`config.mk`:
```
export PLATFORM = sky130hd
export DESIGN_NAME = scar_mac
export DESIGN_NICKNAME = d
export VERILOG_FILES = /design/src/rtl/core/scar_pkg.sv /design/src/rtl/core/scar_mac.sv
export SDC_FILE = /design/constraint.sdc
export NUM_CORES = 2
export LEC_CHECK = 0
export BUFFER_PORTS_ARGS = -buffer_cell sky130_fd_sc_hd__buf_2
export CAP_MARGIN = 20
export CORE_ASPECT_RATIO = 1.75
export CORE_MARGIN = 2
export CORE_UTILIZATION = 39
export DETAILED_ROUTE_END_ITERATION = 10
export PLACE_DENSITY = 0.63
export SLEW_MARGIN = 10
export SYNTH_ARGS = -nofsm -noshare
export SYNTH_HDL_FRONTEND = slang
export SYNTH_SLANG_ARGS = --single-unit
```
`constraint.sdc`:
```
create_clock -name clock -period 8.7 [get_ports clock]
set_clock_uncertainty 0.15 [all_clocks]
set_input_delay 0.87 -clock clock [delete_from_list [all_inputs] [get_ports clock]]
set_output_delay 0.87 -clock clock [all_outputs]
set_load 0.01 [all_outputs]
```
`src/rtl/core/scar_pkg.sv`:
```
// Shared constants, types and coefficient functions for the stereo reverb.
package scar_pkg;

   // Delay line lengths
   localparam int COMB_LEN_A    = 1116;
   localparam int COMB_LEN_B    = 1188;
   localparam int COMB_LEN_C    = 1277;
   localparam int COMB_LEN_D    = 1356;
   localparam int ALLPASS_LEN_A = 225;
   localparam int ALLPASS_LEN_B = 556;

   localparam int COMB_DEPTH = COMB_LEN_A + COMB_LEN_B + COMB_LEN_C + COMB_LEN_D;
   localparam int AP_DEPTH   = ALLPASS_LEN_A + ALLPASS_LEN_B;
   localparam int COMB_AW    = $clog2(COMB_DEPTH);
   localparam int AP_AW      = $clog2(AP_DEPTH);
   localparam int COMB_PW    = 11;
   localparam int AP_PW      = 10;

   // Data widths
   localparam int SAMPLE_W = 24;
   localparam int COMB_W   = 30;
   localparam int AP_W     = 26;
   localparam int AMT_W    = 11;
   localparam int FB_W     = 16;
   localparam int SUM_W    = 32;
   localparam int M1_W     = 33;
   localparam int M2_W     = 18;
   localparam int PROD_W   = M1_W + M2_W;
   localparam int MAC_W    = 52;

   // Coefficients: amount is Q1.10, feedback is Q0.16
   localparam int AMT_ONE  = 1024;
   localparam int FB_BASE  = 49152;
   localparam int FB_SLOPE = 14418;

   // Configuration port
   localparam int CSR_AW = 3;
   localparam int CSR_DW = 32;
   localparam logic [CSR_AW-3:0] REG_AMOUNT = '0;

   // Rounding/shift/clamp modes of the shared arithmetic unit
   typedef enum logic [2:0] {
      MODE_RAW,
      MODE_COMB,
      MODE_AVG,
      MODE_AP,
      MODE_MIX
   } mac_mode_type;

   // One operation for the shared unit: m1 * m2 + addend, then mode
   typedef struct packed {
      logic                     valid;
      mac_mode_type             mode;
      logic signed [M1_W-1:0]   m1;
      logic signed [M2_W-1:0]   m2;
      logic signed [MAC_W-1:0]  addend;
   } mac_op_type;

   // Delay store control
   typedef struct packed {
      logic [COMB_AW-1:0] comb_addr;
      logic               comb_re;
      logic               comb_we_l;
      logic               comb_we_r;
      logic [AP_AW-1:0]   ap_addr;
      logic               ap_re;
      logic               ap_we_l;
      logic               ap_we_r;
   } store_ctl_type;

   function automatic logic [COMB_PW-1:0] comb_len(input logic [1:0] c);
      logic [COMB_PW-1:0] len;
      case (c)
         2'd0:    len = COMB_PW'(COMB_LEN_A);
         2'd1:    len = COMB_PW'(COMB_LEN_B);
         2'd2:    len = COMB_PW'(COMB_LEN_C);
         default: len = COMB_PW'(COMB_LEN_D);
      endcase
      return len;
   endfunction

   function automatic logic [COMB_AW-1:0] comb_base(input logic [1:0] c);
      logic [COMB_AW-1:0] base;
      case (c)
         2'd0:    base = '0;
         2'd1:    base = COMB_AW'(COMB_LEN_A);
         2'd2:    base = COMB_AW'(COMB_LEN_A + COMB_LEN_B);
         default: base = COMB_AW'(COMB_LEN_A + COMB_LEN_B + COMB_LEN_C);
      endcase
      return base;
   endfunction

   function automatic logic [AP_PW-1:0] ap_len(input logic k);
      return k ? AP_PW'(ALLPASS_LEN_B) : AP_PW'(ALLPASS_LEN_A);
   endfunction

   function automatic logic [AP_AW-1:0] ap_base(input logic k);
      return k ? AP_AW'(ALLPASS_LEN_A) : '0;
   endfunction

   // 0.75 + 0.22 * amount, rounded, Q0.16
   function automatic logic [FB_W-1:0] fb_coef(input logic [AMT_W-1:0] a);
      logic [24:0] t;
      t = 25'(FB_SLOPE) * 25'(a) + 25'd512;
      return FB_W'(FB_BASE + int'(t >> 10));
   endfunction

endpackage

```
`src/rtl/core/scar_mac.sv`:
```
// Shared multiply-add unit with floor shift and saturation, product and result registered.
module scar_mac (
   input  logic                                clock,
   input  logic                                reset,
   input  scar_pkg::mac_op_type                op,
   output logic signed [scar_pkg::MAC_W-1:0]   result
);

   localparam logic signed [scar_pkg::MAC_W-1:0] HI_COMB =
      {{(scar_pkg::MAC_W-scar_pkg::COMB_W+1){1'b0}}, {(scar_pkg::COMB_W-1){1'b1}}};
   localparam logic signed [scar_pkg::MAC_W-1:0] HI_AP =
      {{(scar_pkg::MAC_W-scar_pkg::AP_W+1){1'b0}}, {(scar_pkg::AP_W-1){1'b1}}};
   localparam logic signed [scar_pkg::MAC_W-1:0] HI_OUT =
      {{(scar_pkg::MAC_W-scar_pkg::SAMPLE_W+1){1'b0}}, {(scar_pkg::SAMPLE_W-1){1'b1}}};
   localparam logic signed [scar_pkg::MAC_W-1:0] HI_RAW =
      {1'b0, {(scar_pkg::MAC_W-1){1'b1}}};

   logic                                 valid1_ff;
   scar_pkg::mac_mode_type               mode_ff;
   logic signed [scar_pkg::PROD_W-1:0]   prod_in;
   logic signed [scar_pkg::MAC_W-1:0]    prod_ff;
   logic signed [scar_pkg::MAC_W-1:0]    addend_ff;
   logic signed [scar_pkg::MAC_W-1:0]    result_in;
   logic signed [scar_pkg::MAC_W-1:0]    result_ff;
   logic signed [scar_pkg::MAC_W-1:0]    sum;
   logic signed [scar_pkg::MAC_W-1:0]    shifted;
   logic signed [scar_pkg::MAC_W-1:0]    hi;

   assign prod_in = op.m1 * op.m2;

   // Stage 1: product
   always_ff @(posedge clock) begin
      if (reset) begin
         valid1_ff <= 1'b0;
      end else begin
         valid1_ff <= op.valid;
      end
      if (op.valid) begin
         prod_ff   <= scar_pkg::MAC_W'(prod_in);
         addend_ff <= op.addend;
         mode_ff   <= op.mode;
      end
   end

   // Stage 2: add, floor shift, clamp
   always_comb begin
      sum = prod_ff + addend_ff;
      case (mode_ff)
         scar_pkg::MODE_COMB: begin
            shifted = sum >>> 16;
            hi      = HI_COMB;
         end
         scar_pkg::MODE_AVG: begin
            shifted = sum >>> 2;
            hi      = HI_AP;
         end
         scar_pkg::MODE_AP: begin
            shifted = sum >>> 1;
            hi      = HI_AP;
         end
         scar_pkg::MODE_MIX: begin
            shifted = sum >>> 10;
            hi      = HI_OUT;
         end
         default: begin
            shifted = sum;
            hi      = HI_RAW;
         end
      endcase
      if (shifted > hi) begin
         result_in = hi;
      end else if (shifted < ~hi) begin
         result_in = ~hi;
      end else begin
         result_in = shifted;
      end
   end

   always_ff @(posedge clock) begin
      if (valid1_ff) begin
         result_ff <= result_in;
      end
   end

   assign result = result_ff;

endmodule

```
==> results by stage <==
CTS:
- The number of buffers added for setup after CTS is 0.
- The clock latency on the worst-skew pair is 0.47 ns.
- In this run, post-CTS hold repair placed 0 buffers.
- The library cell used as clock root buffer is sky130_fd_sc_hd__clkbuf_16.
- The number of H-tree branching levels is 4.
- TritonCTS built the clock tree.
- The clock buffer count from CTS is 17.
- The post-cts repair resize count is 0.
- Counting along the longest clock path gives a buffer depth of 2.
- The total number of clock tree sinks is 159.
- The register clock-pin slew on the reported worst setup and hold paths is 0.07 ns.

Synthesis:
- After synthesis the netlist holds a flip-flop and latch count of 159.
- The synthesized netlist net count is 4595.
- After synthesis, the netlist uses 93 different library cells.
- The instance count of the mapped netlist is 3684.
- The fraction of synthesis flops using an asynchronous set or reset pin is 0%.
- During synthesis, Yosys emitted a total of 0 warnings.
- Sequential cells were found to cover 14.5% of the synthesized design area.
- The number of flops mapped to enable cells by yosys is 158.
- The dominant register cell in the synthesized netlist is sky130_fd_sc_hd__edfxtp_1.
- The mean instance size in the synthesized netlist is 8.94 um2.
- The mapped netlist covers 0.0329 mm2.

Final layout:
- The final layout contains 4637 nets.
- The most common library cell in the layout ignoring fill and taps is sky130_fd_sc_hd__inv_1.
- Of the cells placed in the final design, the portion with a size suffix greater than 1 is 7.41%.
- From synthesis to final layout, the design area changed by 7.44%.
- The antenna diode count is 0.
- Fill cells in the final layout number 8408.
- In the layout the commonest cells are 689 x sky130_fd_sc_hd__inv_1, 570 x sky130_fd_sc_hd__fa_1, 471 x sky130_fd_sc_hd__nand2_1, 241 x sky130_fd_sc_hd__and2_1, 232 x sky130_fd_sc_hd__ha_1.
- The final core area utilization is 42.1%.

Global routing:
- For met2 alone, demand over resource in global routing was 44.6%.
- In the global route stage, overall resource usage came out at 23.3%.
- The maximum number of pins on one net before global-route repair is 66.
- For met1 alone, demand over resource in global routing was 25.0%.
- The number of global-route vias before repair came to 28113.
- Global routing finished with a remaining overflow of 0.
- The met3 track utilization from global routing is 2.35%.
- The layer flagged by global routing as most heavily used is met2.
- The global-route wire length before repair is 156000 um.
- The number of antenna violations at the first check in global routing is 4.

Timing:
- The routed design could run at a clock period as short as 8.28 ns.
- The actual transition at the worst max-transition pin is 1.11 ns.
- Measured against its own limit, the worst slew margin works out to 23.9%.
- The setup-violating endpoint count in the final report is 0.
- The number of pins exceeding their max-slew limit in the final report is 0.
- Across all setup checks in the final design, the least slack found is 0.416 ns.
- The number of hold violations in the final report is 0.
- The summed negative setup slack over all endpoints is 0 ns.
- Static timing analysis puts the maximum clock frequency at 121 MHz.
- Setup repair after global routing left no endpoint under its margin.
- Dividing the final minimum period by the clock period gives 95.2%.

Run:
- The tool flagged a number of max-cap violations equal to 0.

Setup path:
- The standard cell with the maximum stage delay on the critical path is sky130_fd_sc_hd__a2111oi_0.
- The largest fanout on the critical path is 24.
- The largest delay contributor family on the critical path is compound AO/OA/AOI/OAI gates.
- The start-to-end type of the worst setup path is flip-flop to flip-flop.
- For the worst setup path, the data required time is 8.71 ns.
- The largest stage delay on the critical path is 0.93 ns.
- The critical path contains buffers and inverters numbering 3 combined.
- The critical path goes through ha_1 -> a21oi_2 -> a21boi_0 -> a2111oi_0 -> o211ai_1 -> a41oi_1 -> xor2_1 -> inv_1 -> a22oi_1 -> nor2_1 -> nor3_1 -> inv_1 -> ha_1 -> nand4_1 -> nor2_1 -> nand4_1 -> a211oi_1 -> o2111ai_1 -> or4_4 -> nor4_4 -> or2_1 -> buf_4 -> a21oi_1.
- The type of origin of the critical path is a flip-flop.
- Data on the critical path arrives at its endpoint at 8.30 ns.
- STA classifies the critical path endpoint as a flip-flop.

Die:
- For this configuration, the core starts out at a cell density of 39.2%.
- The die covers 0.0869 mm2.
- The die is 388 um tall.
- The placeable core region is 0.0840 mm2.
- In this run the horizontal extent of the chip is 224 um.
- The number of rows in the core area is 141.
- The number of top-level pins is 161.

Routing:
- The count of TritonRoute iterations in the first routing pass is 6.
- In the final routed layout, each cell accounts on average for 20.6 um.
- For this block, the initial DRC count from the detailed router was 1515.
- The total vias in the final route is 26035.
- Once detail routing completed, the nets flagged for antenna violations numbered 0.
- Using the TritonRoute via totals, the vias-per-cell ratio works out to 5.41.
- The routed design has 99000 um of wire.
- The detailed-route DRC error count is 0.

Outcome:
- The flow ran to the end, and the final reports show no timing, DRC or antenna violations.

Place:
- The HPWL after detailed placement is 80700 um.
- The worst slack at placement is 0.381 ns.
- Routability-driven placement finished with a final weighted congestion of 0.971.
- The count of buffers from port buffering is 160.

Worst hold path:
- The type of the most critical hold path is primary input to flip-flop.
state kept, by name (all words and copies together) (netlist names):
name,count
result,52
mode_ff,3
valid1_ff,1
addend_ff,52
prod_ff,51
final timing paths:
kind | startpoint | endpoint | slack (ns) | depth (start not counted)
worst min-delay path | reset | valid1_ff | 0.40 | 2
worst min register to register | valid1_ff | result[51] | 0.46 | 0
worst max register to register | addend_ff[23] | result[42] | 0.42 | 23
worst max-delay path | addend_ff[23] | result[42] | 0.42 | 23
through the flow:
step                      cells  area, um2  hold slack (ns)
after global placement     4778      34700            0.824
after CTS                  4810      35400            0.392
after floorplan            3684      32900            0.759
after global routing       4811      35400            0.409
after detailed placement   4778      34700            0.838
final                      4811      35400            0.403
metal layers:
layer | vias to the layer above | share of wire, %
li1 | 11902 | -
met5 | - | 0.016
met1 | 12973 | 36
met4 | 4 | 5.4
met2 | 902 | 54
met3 | 254 | 4.7
worst reg2reg max path, stage by stage, from the launching register on:
cell,delay [ns]
sky130_fd_sc_hd__edfxtp_1,0.49
sky130_fd_sc_hd__ha_1,0.45
sky130_fd_sc_hd__a21oi_2,0.42
sky130_fd_sc_hd__a21boi_0,0.25
sky130_fd_sc_hd__a2111oi_0,0.93
sky130_fd_sc_hd__o211ai_1,0.45
sky130_fd_sc_hd__a41oi_1,0.48
sky130_fd_sc_hd__xor2_1,0.62
sky130_fd_sc_hd__inv_1,0.13
sky130_fd_sc_hd__a22oi_1,0.22
sky130_fd_sc_hd__nor2_1,0.06
sky130_fd_sc_hd__nor3_1,0.47
sky130_fd_sc_hd__inv_1,0.14
sky130_fd_sc_hd__ha_1,0.35
sky130_fd_sc_hd__nand4_1,0.09
sky130_fd_sc_hd__nor2_1,0.17
sky130_fd_sc_hd__nand4_1,0.21
sky130_fd_sc_hd__a211oi_1,0.23
sky130_fd_sc_hd__o2111ai_1,0.14
sky130_fd_sc_hd__or4_4,0.46
sky130_fd_sc_hd__nor4_4,0.47
sky130_fd_sc_hd__or2_1,0.19
sky130_fd_sc_hd__buf_4,0.26
sky130_fd_sc_hd__a21oi_1,0.15
Yosys cell counts (all sizes together) (30+ instances only):
cell    count  area (um2)
inv       689        2590
a21oi     174         878
clkbuf    165         619
and2      241        1510
nand4      30         188
nand2     471        1770
nor2      163         612
nand3      41         205
xnor2      62         543
fa        570       11400
edfxtp    158        4740
nor3       37         190
a21o       69         518
ha        232        2900
o21ai     139         699
final cells by class:
cell class	count	area, um2	area share [%]
clock inverter	15	220	0.623
tap	1072	1340	3.79
timing repair buffer	207	1180	3.34
sequential	159	4770	13.5
clock buffer	17	425	1.20
multi-input combinational	2650	24800	70.2
inverter	691	2590	7.33
cell families (layout without fill, tap and decap cells):
| logic type | after synthesis | count (layout) | synth area share (%) |
|---|---|---|---|
| mux | 23 | 23 | 0.764 |
| xor+xnor | 88 | 88 | 2.34 |
| fa+ha+maj | 805 | 805 | 43.6 |
| compound gates | 646 | 646 | 13.0 |
| buf+inv | 875 | 930 | 10.1 |
| simple gates | 1088 | 1088 | 15.8 |
| flops | 159 | 159 | 14.5 |
Power is left out: the tool's default activity adds up to more than one toggle a clock period on the data nets, which glitch-free logic cannot reach.
